===== src/rtl/core/km2d_pkg.sv =====
`timescale 1ns / 1ps
// ----------------------------------------------------------------------------
// km2d_pkg: shared types for the 2-D k-means block
// Request and result payloads, register indexes, control/status bundles.
// ----------------------------------------------------------------------------
package km2d_pkg;

  localparam int CoordW   = 16;
  localparam int IndexW   = 4;
  localparam int CountW   = 11;
  localparam int KRegW    = 5;
  localparam int ItersW   = 8;

  typedef enum logic {
    ACT_POINT  = 1'b0,
    ACT_CENTER = 1'b1
  } action_t;

  localparam logic [0:0] REG_NUM_CLUSTERS = 1'b0;
  localparam logic [0:0] REG_PASS_COUNT   = 1'b1;

  typedef struct packed {
    logic              action;
    logic [CoordW-1:0] coord_x;
    logic [CoordW-1:0] coord_y;
    logic              last;
  } in_req_t;

  typedef struct packed {
    logic [IndexW-1:0] cluster_index;
    logic [CoordW-1:0] center_x;
    logic [CoordW-1:0] center_y;
    logic [CountW-1:0] member_count;
    logic              last_cluster;
  } out_res_t;

  typedef struct packed {
    logic load_point;
    logic load_center;
    logic pass_init;
    logic assign_step;
    logic update_init;
    logic div_start;
    logic div_commit;
    logic emit_init;
    logic emit_step;
    logic run_done;
  } km2d_cmd_t;

  typedef struct packed {
    logic assign_done;
    logic div_busy;
    logic update_done;
    logic emit_done;
  } km2d_sts_t;

endpackage


===== src/rtl/core/km2d_controller.sv =====
`timescale 1ns / 1ps
// ----------------------------------------------------------------------------
// km2d_controller: run sequencer
// Steps load, assignment passes, center updates and result emission.
// ----------------------------------------------------------------------------
module km2d_controller import km2d_pkg::*; (
  input  logic              clk,
  input  logic              rst_n,
  input  logic              start,
  input  in_req_t           req,
  input  logic [ItersW-1:0] iters_cfg,
  input  km2d_sts_t         sts,
  input  logic              upd_need,
  output km2d_cmd_t         cmd,
  output logic              busy,
  output logic              out_valid
);
  typedef enum logic [6:0] {
    S_IDLE   = 7'b0000001,
    S_ASSIGN = 7'b0000010,
    S_WAIT   = 7'b0000100,
    S_UPD    = 7'b0001000,
    S_DIV    = 7'b0010000,
    S_EMIT   = 7'b0100000,
    S_LAUNCH = 7'b1000000
  } state_t;

  state_t state_r, state_nxt;
  logic [ItersW-1:0] it_r, it_nxt;
  logic final_r, final_nxt;

  always_comb begin
    state_nxt = state_r;
    it_nxt    = it_r;
    final_nxt = final_r;
    cmd       = '0;
    out_valid = 1'b0;
    case (state_r)
      S_IDLE: begin
        if (start) begin
          cmd.load_point  = (req.action == ACT_POINT);
          cmd.load_center = (req.action == ACT_CENTER);
          if (req.last) begin
            it_nxt    = iters_cfg;
            final_nxt = (iters_cfg == '0);
            state_nxt = S_LAUNCH;
          end
        end
      end
      S_LAUNCH: begin
        cmd.pass_init = 1'b1;
        state_nxt     = S_WAIT;
      end
      S_WAIT: begin
        if (sts.assign_done) begin
          if (final_r) begin
            cmd.emit_init = 1'b1;
            state_nxt     = S_EMIT;
          end else begin
            cmd.update_init = 1'b1;
            state_nxt       = S_UPD;
          end
        end
      end
      S_UPD: begin
        if (sts.update_done) begin
          it_nxt    = it_r - 1'b1;
          final_nxt = (it_r == ItersW'(1));
          state_nxt = S_LAUNCH;
        end else if (upd_need) begin
          cmd.div_start = 1'b1;
          state_nxt     = S_DIV;
        end
      end
      S_DIV: begin
        if (!sts.div_busy) begin
          cmd.div_commit = 1'b1;
          state_nxt      = S_UPD;
        end
      end
      S_EMIT: begin
        out_valid = 1'b1;
        if (sts.emit_done) begin
          cmd.run_done = 1'b1;
          state_nxt    = S_IDLE;
        end else begin
          cmd.emit_step = 1'b1;
        end
      end
      default: state_nxt = S_IDLE;
    endcase
    cmd.assign_step = 1'b0;
  end

  always_ff @(posedge clk) begin
    if (!rst_n) begin
      state_r <= S_IDLE;
      it_r    <= '0;
      final_r <= 1'b0;
    end else begin
      state_r <= state_nxt;
      it_r    <= it_nxt;
      final_r <= final_nxt;
    end
  end

  assign busy = (state_r != S_IDLE);
endmodule


===== config.mk =====
export PLATFORM = sky130hd
export DESIGN_NAME = km2d_controller
export DESIGN_NICKNAME = d
export VERILOG_FILES = /design/src/rtl/core/km2d_pkg.sv /design/src/rtl/core/km2d_controller.sv
export SDC_FILE = /design/constraint.sdc
export NUM_CORES = 1
export LEC_CHECK = 0
export ABC_CLOCK_PERIOD_IN_PS = 5370
export BUFFER_PORTS_ARGS = -buffer_cell sky130_fd_sc_hd__clkbuf_2
export CAP_MARGIN = 20
export CORE_ASPECT_RATIO = 1.1
export CORE_MARGIN = 4
export CORE_UTILIZATION = 48
export CTS_BUF_LIST = sky130_fd_sc_hd__clkbuf_8
export DETAILED_ROUTE_END_ITERATION = 8
export PLACE_DENSITY = 0.88
export SLEW_MARGIN = 25
export SYNTH_ARGS = -nofsm -noshare
export SYNTH_HDL_FRONTEND = slang
export SYNTH_SLANG_ARGS = --single-unit

===== constraint.sdc =====
create_clock -name clk -period 5.37 [get_ports clk]
set_input_delay 1.074 -clock clk [delete_from_list [all_inputs] [get_ports clk]]
set_output_delay 1.074 -clock clk [all_outputs]
set_load 0.01 [all_outputs]

* Word-level counts from Yosys, hierarchy flattened
Cells that the tools add are included.
** Storage, ports and cells
- Register bits after elaboration :: 16
- Bits in latches :: 0
- Memory bits (writable) :: 0
- Memory bits (read-only) :: 0
- Input port bits :: 50
- Logic and storage cells :: 59
- Memories :: 0
** Cells by class
- Add/sub/neg operators :: 1
- Multiply operators :: 0
- Div/mod/pow operators :: 0
- Magnitude comparators :: 0
- Equal/unequal tests :: 15
- Shift-type cells :: 0
- Mux-type cells :: 35
- Bitwise gates (word level) :: 1
- Reductions and logical operators :: 4
** Operators with widths (number)
- two-way mux 7 bit :: 7
- one-hot mux 7 bit (6 select lines) :: 1
- two-way mux 8 bit :: 3
- two-way mux 1 bit :: 18
- one-hot mux 8 bit (2 select lines) :: 1
- != test 2 bit (second input constant) :: 6
- equality test 8 x 1 -> 1 bit (second input constant) :: 1
- zero test 8 bit :: 1
- subtractor 8 x 1 -> 8 bit (second input constant) :: 1
- equality test 7 x 1 -> 1 bit (second input constant) :: 1
- equality test 7 x 3 -> 1 bit (second input constant) :: 1
- equality test 7 x 4 -> 1 bit (second input constant) :: 1
- equality test 7 x 5 -> 1 bit (second input constant) :: 1
- equality test 7 x 6 -> 1 bit (second input constant) :: 1
- equality test 7 bit (second input constant) :: 1
- != test 7 x 1 -> 1 bit (second input constant) :: 1
- two-way mux 2 bit :: 3
- two-way mux 6 bit :: 1
- AND reduction 6 bit :: 1
- AND reduction 4 bit :: 1
- != test 3 bit (second input constant) :: 1
- one-hot mux 1 bit (2 select lines) :: 1
- nonzero test 2 bit :: 1
- NOT 1 bit :: 1

* Depth between registers and ports, before layout
Gate-level depths: netlist of the first run.
- Depth in word-level cells :: 4
- Gate-level depth with buffers :: 7

* Worst setup path before layout of the first run
No wires, ideal clock.
- Path kind :: input -> output
- Start point :: in sts[0] (netlist bit)
- End point :: out cmd[1] (netlist bit)
- Arrival :: 1700 ps
- Path slack :: 2596 ps
- Stages on the path :: 2
- Path through :: or4b_4 inv_1
** RTL lines
- from (decl) :: RTL line km2d_controller.sv:12 : input km2d_sts_t sts,
- to (decl) :: RTL line km2d_controller.sv:14 : output km2d_cmd_t cmd,

==> results of run 1 <==
[state kept, by name, indices dropped and copies added (netlist names)]
name / flops
final_r: 1
it_r: 8
state_r: 6
[worst min-delay path, delay by kind of cell, from the launching register on]
kind                   cells  cell delay, ns
flip-flops                 1            0.33
buffers and inverters      1            0.09
AO/OA/AOI/OAI              1            0.06
[cell families after synthesis]
kind of cell               Yosys count
AOI/OAI and AO/OA                   32
adders and majority gates            2
DFF                                 15
and+or+nand+nor                     61
other                                1
buffers and inverters               16
muxes                                1
[worst min-delay path by stage]
stage,endpoint,depth (start not counted),slack [ns]
2_1_floorplan,it_r[7],2,0.47
3_5_place_dp,final_r,2,0.52
4_1_cts,final_r,2,0.53
5_1_grt,it_r[7],2,0.57
3_3_place_gp,it_r[7],2,0.49
6_report,final_r,2,0.53
[power breakdown]
group	internal, µW	switching, µW
clock	50.7	40.4
sequential	135	24.7
combinational	66.4	106
[layout by cell type (no fill, tap or decap), types with 2 or more instances in the layout]
master | synthesis | layout
a211oi_2 | 2 | 2
a21oi_1 | 6 | 6
and2_1 | 5 | 5
and3_1 | 2 | 2
clkbuf_2 | 0 | 28
clkbuf_8 | 0 | 3
dfxtp_1 | 15 | 15
ha_1 | 2 | 2
inv_1 | 8 | 9
nand2_1 | 6 | 6
nand3_1 | 3 | 3
nand3b_1 | 2 | 2
nor2_1 | 18 | 18
nor2b_1 | 2 | 2
nor3_1 | 8 | 8
nor3b_1 | 3 | 3
nor4_1 | 5 | 5
o21a_1 | 2 | 2
o21ai_0 | 4 | 4
o311ai_0 | 7 | 7
o31ai_1 | 5 | 5
or4_1 | 2 | 2
[area by class of cell]
class,instances,area [µm²],share of cell area (%)
clock buffer,3,41.3,3.47
clock inverter,1,3.75,0.316
inverter,8,30.0,2.53
multi-input combinational,97,638,53.7
sequential,15,300,25.3
tap,28,35.0,2.95
timing repair buffer,28,140,11.8
[metal layers]
layer	vias to the layer above	share of wire [%]	GRT usage, %
li1	519	-	-
met1	497	39	21.2
met2	54	51	34.1
met3	5	8.1	1.86
met4	0	1.7	6.74
met5	-	0	0
[metrics by stage]
stage	setup slack (ns)	hold WS, ns
after floorplan	2.60	0.474
after global placement	2.41	0.494
after detailed placement	2.39	0.521
after CTS	2.37	0.533
after global routing	2.17	0.570
final	2.33	0.529
==> results.cfg, run 1 <==
[global_routing]
grt_overflow = 0
antenna_found_initial = 0
grt_max_degree = 22
grt_usage_pct = 18.5
grt_pass1_vias = 1005
grt_pass1_wl_um = 4240

[critical_path]
crit_chain = nor4_2, nand2_1, nor2_1, nand2_1, inv_1, clkbuf_2
cp_max_fo = 21
cp-endpoint = cmd[4]
start_kind = flip-flop
r2r-end = it_r[4]
crit_path_end_kind = output pin
crit_family = simple AND/OR/NAND/NOR gates
crit_path_max_incr_delay_ns = 0.47
cp_num_buf_inv = 2
cp_slowest_cell = nand2_1
arrival_ns = 1.97
cp.depth = 6
cpMostUsedCell = nand2_1
regToRegStartpoint = state_r[3]
cp.required_ns = 4.30
rr_worst_depth = 5
startpoint = state_r[5]
reg2reg_slack_ns = 3.10
critical_path_class = flip-flop to output pin

[detailed_routing]
drt-vias-per-instance = 5.97
drt_iter0_markers = 19
num_vias = 1075
drc_errors = 0
wl_um = 2590
avgRoutedWirePerCell_um = 14.4
drtPass1Iterations = 4
ant_nets = 0

[place]
dp_cells = 176
gp_congestion = 0.851
dp_hpwl_um = 1970
portBuffers = 28
place_area_um2 = 1140

[final_layout]
drive_gt1_share_pct = 26.3
syn_to_final_growth_pct = 16.3
stdcell_count = 180
nFillCells = 197
utilization_pct = 58.8
antenna_cells = 0
nNetsFinal = 205
fin_area_um2 = 1190

[power_and_ir_drop]
power_uw = 423
irDropWorstVdd_v = 0.000165
p_leak_uw = 0.000511
power.density_nw_per_um2 = 356

[timing]
tns_ns = 0
skew_ns = 0.00185
max_freq_mhz = 329
rsz0062_at_grt = false
relSlewSlack_pct = 59.5
hold_viol = 0
finalSetupViolCount = 0
min_period_ns = 3.04
finalCritPeriodShare_pct = 56.7
report.final.slew_viol_count = 0
tightest_slew_ns = 0.606

[synth]
synth_cells = 128
yosys_warnings = 0
synthArstFlopShare_pct = 0
yosys.area_share.simple_pct = 33.0
synth_cell_type_count = 37
synth_compound_area_share_pct = 25.6
synth_top_area_share_pct = 29.4
synthFlopType = dfxtp_1
synth_top_family_by_area = simple AND/OR/NAND/NOR gates
seq_area_frac_synth_pct = 29.4
yosysTopAreaCell = dfxtp_1
synthAdderAreaFrac_pct = 2.45
syn_area_um2 = 1020
synth_seq_cells = 15
synthXorXnorAreaFrac_pct = 0
syn_area_per_cell_um2 = 7.99
synth.most_common_cell = nor2_1
muxShareOfSynthArea_pct = 0.979
synth_edf_count = 0
synth_common_cells = nor2_1, dfxtp_1, inv_1, nor3_1, o311ai_0
yosys-top-cells-area = dfxtp_1, nor2_1, o311ai_0
synthesis.nets = 180

[floorplanning]
start_util_pct = 50.6
rows = 17
die_h_um = 56.4
die_w_um = 52
die_area_um2 = 2930
core-area_um2 = 2020
io_pins = 62

[clock_tree]
cts_setup_buffers = 0
insertion_delay_ns = 0.25
cts_sinks = 15
htreeDepth = 1
clk_path_buf_depth = 2
numCtsBuffers = 3
holdBufCountCts = 0
cts_root_buf = clkbuf_8
path_clk_slew_ns = 0.06
cts_tree = done
cts_resized = 0

[flow_run]
cap_violations = 0

[hold_path]
hold_start = final_r
hold_path_class = flip-flop to flip-flop

[status]
status = finished clean
Note: power is estimated with default switching activity, not from simulation.
==> run 2, diff against run 1 <==
--- a/config.mk
+++ b/config.mk
@@ -5,15 +5,15 @@
 export SDC_FILE = /design/constraint.sdc
 export NUM_CORES = 1
 export LEC_CHECK = 0
-export ABC_CLOCK_PERIOD_IN_PS = 5370
+export ABC_CLOCK_PERIOD_IN_PS = 2600
 export BUFFER_PORTS_ARGS = -buffer_cell sky130_fd_sc_hd__clkbuf_2
 export CAP_MARGIN = 20
 export CORE_ASPECT_RATIO = 1.1
 export CORE_MARGIN = 4
-export CORE_UTILIZATION = 48
+export CORE_UTILIZATION = 40
 export CTS_BUF_LIST = sky130_fd_sc_hd__clkbuf_8
 export DETAILED_ROUTE_END_ITERATION = 8
-export PLACE_DENSITY = 0.88
+export PLACE_DENSITY = 0.78
 export SLEW_MARGIN = 25
 export SYNTH_ARGS = -nofsm -noshare
 export SYNTH_HDL_FRONTEND = slang
==> constraint.sdc (replaced) <==
create_clock -name clk -period 2.6 [get_ports clk]
set_input_delay 0.52 -clock clk [delete_from_list [all_inputs] [get_ports clk]]
set_output_delay 0.52 -clock clk [all_outputs]
set_load 0.01 [all_outputs]
==> run 2 against run 1 <==
Against the previous run:
- non-clock buffer count grew 1
- sequential share of layout area shrank 0.21 points
- flip-flop and latch count is the same
- die area grew 17%
- hold slack lost 0.029 ns
- critical path type unchanged
- largest cell class unchanged
- largest power group unchanged
- highest routed layer unchanged
==> results.cfg, run 2 (same netlist as run 1, synthesis figures left out) <==
[floorplanning]
rows = 18
start_util_pct = 43.6
die_w_um = 56.2
io_pins = 62
die_area_um2 = 3430
core-area_um2 = 2340
die_h_um = 61.0

[detailed_routing]
drc_errors = 0
wl_um = 2560
drt-vias-per-instance = 5.77
drt_iter0_markers = 40
drtPass1Iterations = 4
avgRoutedWirePerCell_um = 14.0
ant_nets = 0
num_vias = 1055

[final_layout]
final_cell_mix = clkbuf_2, nor2_1, dfxtp_1
syn_to_final_growth_pct = 17.3
final_common_cell = clkbuf_2
largest_reg_flops = 8
stdcell_count = 183
fin_area_um2 = 1200
multi_input_area_um2 = 638
drive_gt1_share_pct = 26.8
top_register = it_r
nFillCells = 234
nNetsFinal = 206
antenna_cells = 0
ff_latch_area_um2 = 300
top_regs = it_r x8, state_r x6, final_r x1

[flow_run]
cap_violations = 0

[clock_tree]
path_clk_slew_ns = 0.06
insertion_delay_ns = 0.24
cts_sinks = 15
clk_path_buf_depth = 2
numCtsBuffers = 3
cts_setup_buffers = 0
htreeDepth = 1
cts_resized = 0
cts_root_buf = clkbuf_8
holdBufCountCts = 0
cts_tree = done

[timing]
rsz0062_at_grt = false
skew_ns = 0.00266
min_period_ns = 2.38
tightest_slew_ns = 0.550
report.final.slew_viol_count = 0
relSlewSlack_pct = 63.3
finalSetupViolCount = 0
hold_viol = 0
max_freq_mhz = 419
hold_slack_ns = 0.501
tns_ns = 0
finalCritPeriodShare_pct = 91.7

[hold_path]
hold_path_class = flip-flop to flip-flop

[global_routing]
antenna_found_initial = 0
grt_pass1_wl_um = 4230
grt_usage_pct = 15.4
grtUsageMet3_pct = 2.52
busiest_layer = met2
grt_util_met1_pct = 17.7
use_met2_pct = 28.2
grt_pass1_vias = 1005
grt_overflow = 0
grt_max_degree = 15

[critical_path]
critical_path_class = flip-flop to output pin
crit_path_end_kind = output pin
arrival_ns = 1.86
start_kind = flip-flop
cp_max_fo = 5
reg2reg_slack_ns = 0.34
cp.required_ns = 2.08

[place]
portBuffers = 28
dp_cells = 179
dp_hpwl_um = 1960
gp_congestion = 0.896
place_area_um2 = 1150

[power_and_ir_drop]
power_uw = 866
power.density_nw_per_um2 = 723
p_leak_uw = 0.000516
irDropWorstVdd_v = 0.000388

[status]
status = finished clean
## run 2: critical path: stages, from the launching register on
cell and delay (ns):
dfxtp_1 0.34, or4_4 0.56, or4b_4 0.51, inv_1 0.09
clkbuf_2 0.13
## run 2: power breakdown
group / switching, µW / internal, µW
Sequential: 49.6 / 278
Combinational: 218 / 137
Clock: 79.7 / 104
## run 2: final timing paths
kind	from	to	cells past startpoint
max	state_r[3]	cmd[1]	4
min	it_r[7]	it_r[7]	2
max reg2reg	state_r[3]	it_r[4]	5
min reg2reg	it_r[7]	it_r[7]	2
## run 2: cell type report
| class | count | share of cell area (%) |
|---|---|---|
| clock buffer | 3 | 3.44 |
| timing repair buffer | 29 | 12.3 |
| tap | 30 | 3.13 |
| inverter | 8 | 2.51 |
| sequential | 15 | 25.1 |
| multi-input combinational | 97 | 53.2 |
| clock inverter | 1 | 0.313 |
## run 2: metrics by stage
| stage | utilization (%) | setup slack, ns |
|---|---|---|
| 2_1_floorplan | - | 0.624 |
| 3_3_place_gp | 49.3 | 0.378 |
| 3_5_place_dp | 49.3 | 0.363 |
| 4_1_cts | 51.2 | 0.218 |
| 5_1_grt | 51.2 | 0.0959 |
| 6_report | 51.2 | 0.215 |
## run 2: routing by layer
| layer | share of wire (%) | vias up |
|---|---|---|
| met1 | 44 | 494 |
| met5 | 0 | - |
| met2 | 50 | 34 |
| met3 | 4.7 | 4 |
| li1 | - | 523 |
| met4 | 1.4 | 0 |
==> run 3, diff against run 2 <==
--- a/config.mk
+++ b/config.mk
@@ -8,7 +8,6 @@
 export ABC_CLOCK_PERIOD_IN_PS = 2600
 export BUFFER_PORTS_ARGS = -buffer_cell sky130_fd_sc_hd__clkbuf_2
 export CAP_MARGIN = 20
-export CORE_ASPECT_RATIO = 1.1
 export CORE_MARGIN = 4
 export CORE_UTILIZATION = 40
 export CTS_BUF_LIST = sky130_fd_sc_hd__clkbuf_8
==> run 3 against run 2 <==
Against the previous run:
- wire length increased by 8.1%
- non-clock buffer count unchanged
- sequential power about the same
- count of clock-buffer cells in the layout unchanged
- clock skew decreased by 0.0015 ns
- utilization decreased by 2.3 points
- largest cell class unchanged
==> results.cfg, run 3 (same netlist as run 1, synthesis figures left out) <==
[critical_path]
regToRegStartpoint = state_r[4]
arrival_ns = 1.90
reg2reg_slack_ns = 0.22
cp.required_ns = 2.08
start_kind = flip-flop
crit_path_end_kind = output pin
startpoint = state_r[4]
cp_max_fo = 6
critical_path_class = flip-flop to output pin

[floorplanning]
rows = 18
start_util_pct = 41.6
die_h_um = 58.6
die_w_um = 58.6
die_area_um2 = 3430
io_pins = 62
core-area_um2 = 2450

[clock_tree]
clk_path_buf_depth = 2
holdBufCountCts = 0
path_clk_slew_ns = 0.06
htreeDepth = 1
cts_resized = 0
numCtsBuffers = 3
insertion_delay_ns = 0.24
cts_root_buf = clkbuf_8
cts_tree = done
cts_sinks = 15
cts_setup_buffers = 0

[global_routing]
grt_max_degree = 17
antenna_found_initial = 0
grt_pass1_wl_um = 4450
grt_pass1_vias = 1042
grt_overflow = 0
grt_usage_pct = 16.3

[timing]
rsz0062_at_grt = false
skew_ns = 0.00112
finalSetupViolCount = 0
tns_ns = 0
finalCritPeriodShare_pct = 93.0
hold_viol = 0
tightest_slew_ns = 0.592
relSlewSlack_pct = 60.2
report.final.slew_viol_count = 0
min_period_ns = 2.42
max_freq_mhz = 414
setup_ws_ns = 0.183

[flow_run]
cap_violations = 0

[final_layout]
top_regs = it_r x8, state_r x6, final_r x1
nNetsFinal = 206
final_cell_mix = clkbuf_2, nor2_1, dfxtp_1
final_common_cell = clkbuf_2
nFillCells = 243
largest_reg_flops = 8
top_register = it_r
drive_gt1_share_pct = 26.8
syn_to_final_growth_pct = 17.3
antenna_cells = 0

[detailed_routing]
ant_nets = 0
num_vias = 1087
wl_um = 2760
drt_iter0_markers = 42
avgRoutedWirePerCell_um = 15.1
drtPass1Iterations = 4
drc_errors = 0
drt-vias-per-instance = 5.94

[place]
gp_congestion = 0.858
dp_slack_ns = 0.322
dp_hpwl_um = 2100
portBuffers = 28

[hold_path]
hold_start = it_r[3]
hold_path_class = flip-flop to flip-flop

[status]
status = finished clean

[power_and_ir_drop]
power_uw = 883
power.density_nw_per_um2 = 736
irDropWorstVdd_v = 0.000409
p_leak_uw = 0.000516
-- run 3: layout make-up --
type	instances	area, µm²	area share, %
Multi-Input combinational cell	97	638	53.2
Sequential cell	15	300	25.1
Timing Repair Buffer	29	148	12.3
Clock buffer	3	41.3	3.44
Tap cell	30	37.5	3.13
Inverter	8	30.0	2.51
Clock inverter	1	3.75	0.313
-- run 3: stage by stage --
step | hold WS [ns] | utilization [%] | area (µm²) | std cells
floorplan | 0.474 | - | 1020 | 128
global placement | 0.486 | 47.0 | 1150 | 179
detailed placement | 0.521 | 47.0 | 1150 | 179
CTS | 0.530 | 48.8 | 1200 | 183
global route | 0.552 | 48.8 | 1200 | 183
finish | 0.530 | 48.8 | 1200 | 183
-- run 3: metal layers --
metal	GRT usage [%]	wire length, µm	vias up
met5	0	0	-
met4	5.96	35	0
met3	2.19	244	4
met2	30.5	1460	57
met1	18.5	1020	503
li1	-	-	523
-- run 3: worst max-delay path, cell delays in order (launching register included) --
cell      delay [ns]
dfxtp_1         0.34
nor4_1          0.55
nand3b_1        0.31
nor3_1          0.27
clkbuf_2        0.18
-- run 3: path summary, 6_finish.rpt --
kind / cells after the start / end
worst max register to register: 5 / it_r[7]
worst min register to register: 2 / it_r[3]
worst max-delay path: 4 / cmd[2]
worst min-delay path: 2 / it_r[3]
-- run 3: where the power goes --
group | switching, µW | internal (µW) | total [µW]
combinational | 230 | 137 | 367
sequential | 53.0 | 278 | 331
clock | 80.6 | 104 | 185
total | 363 | 519 | 883
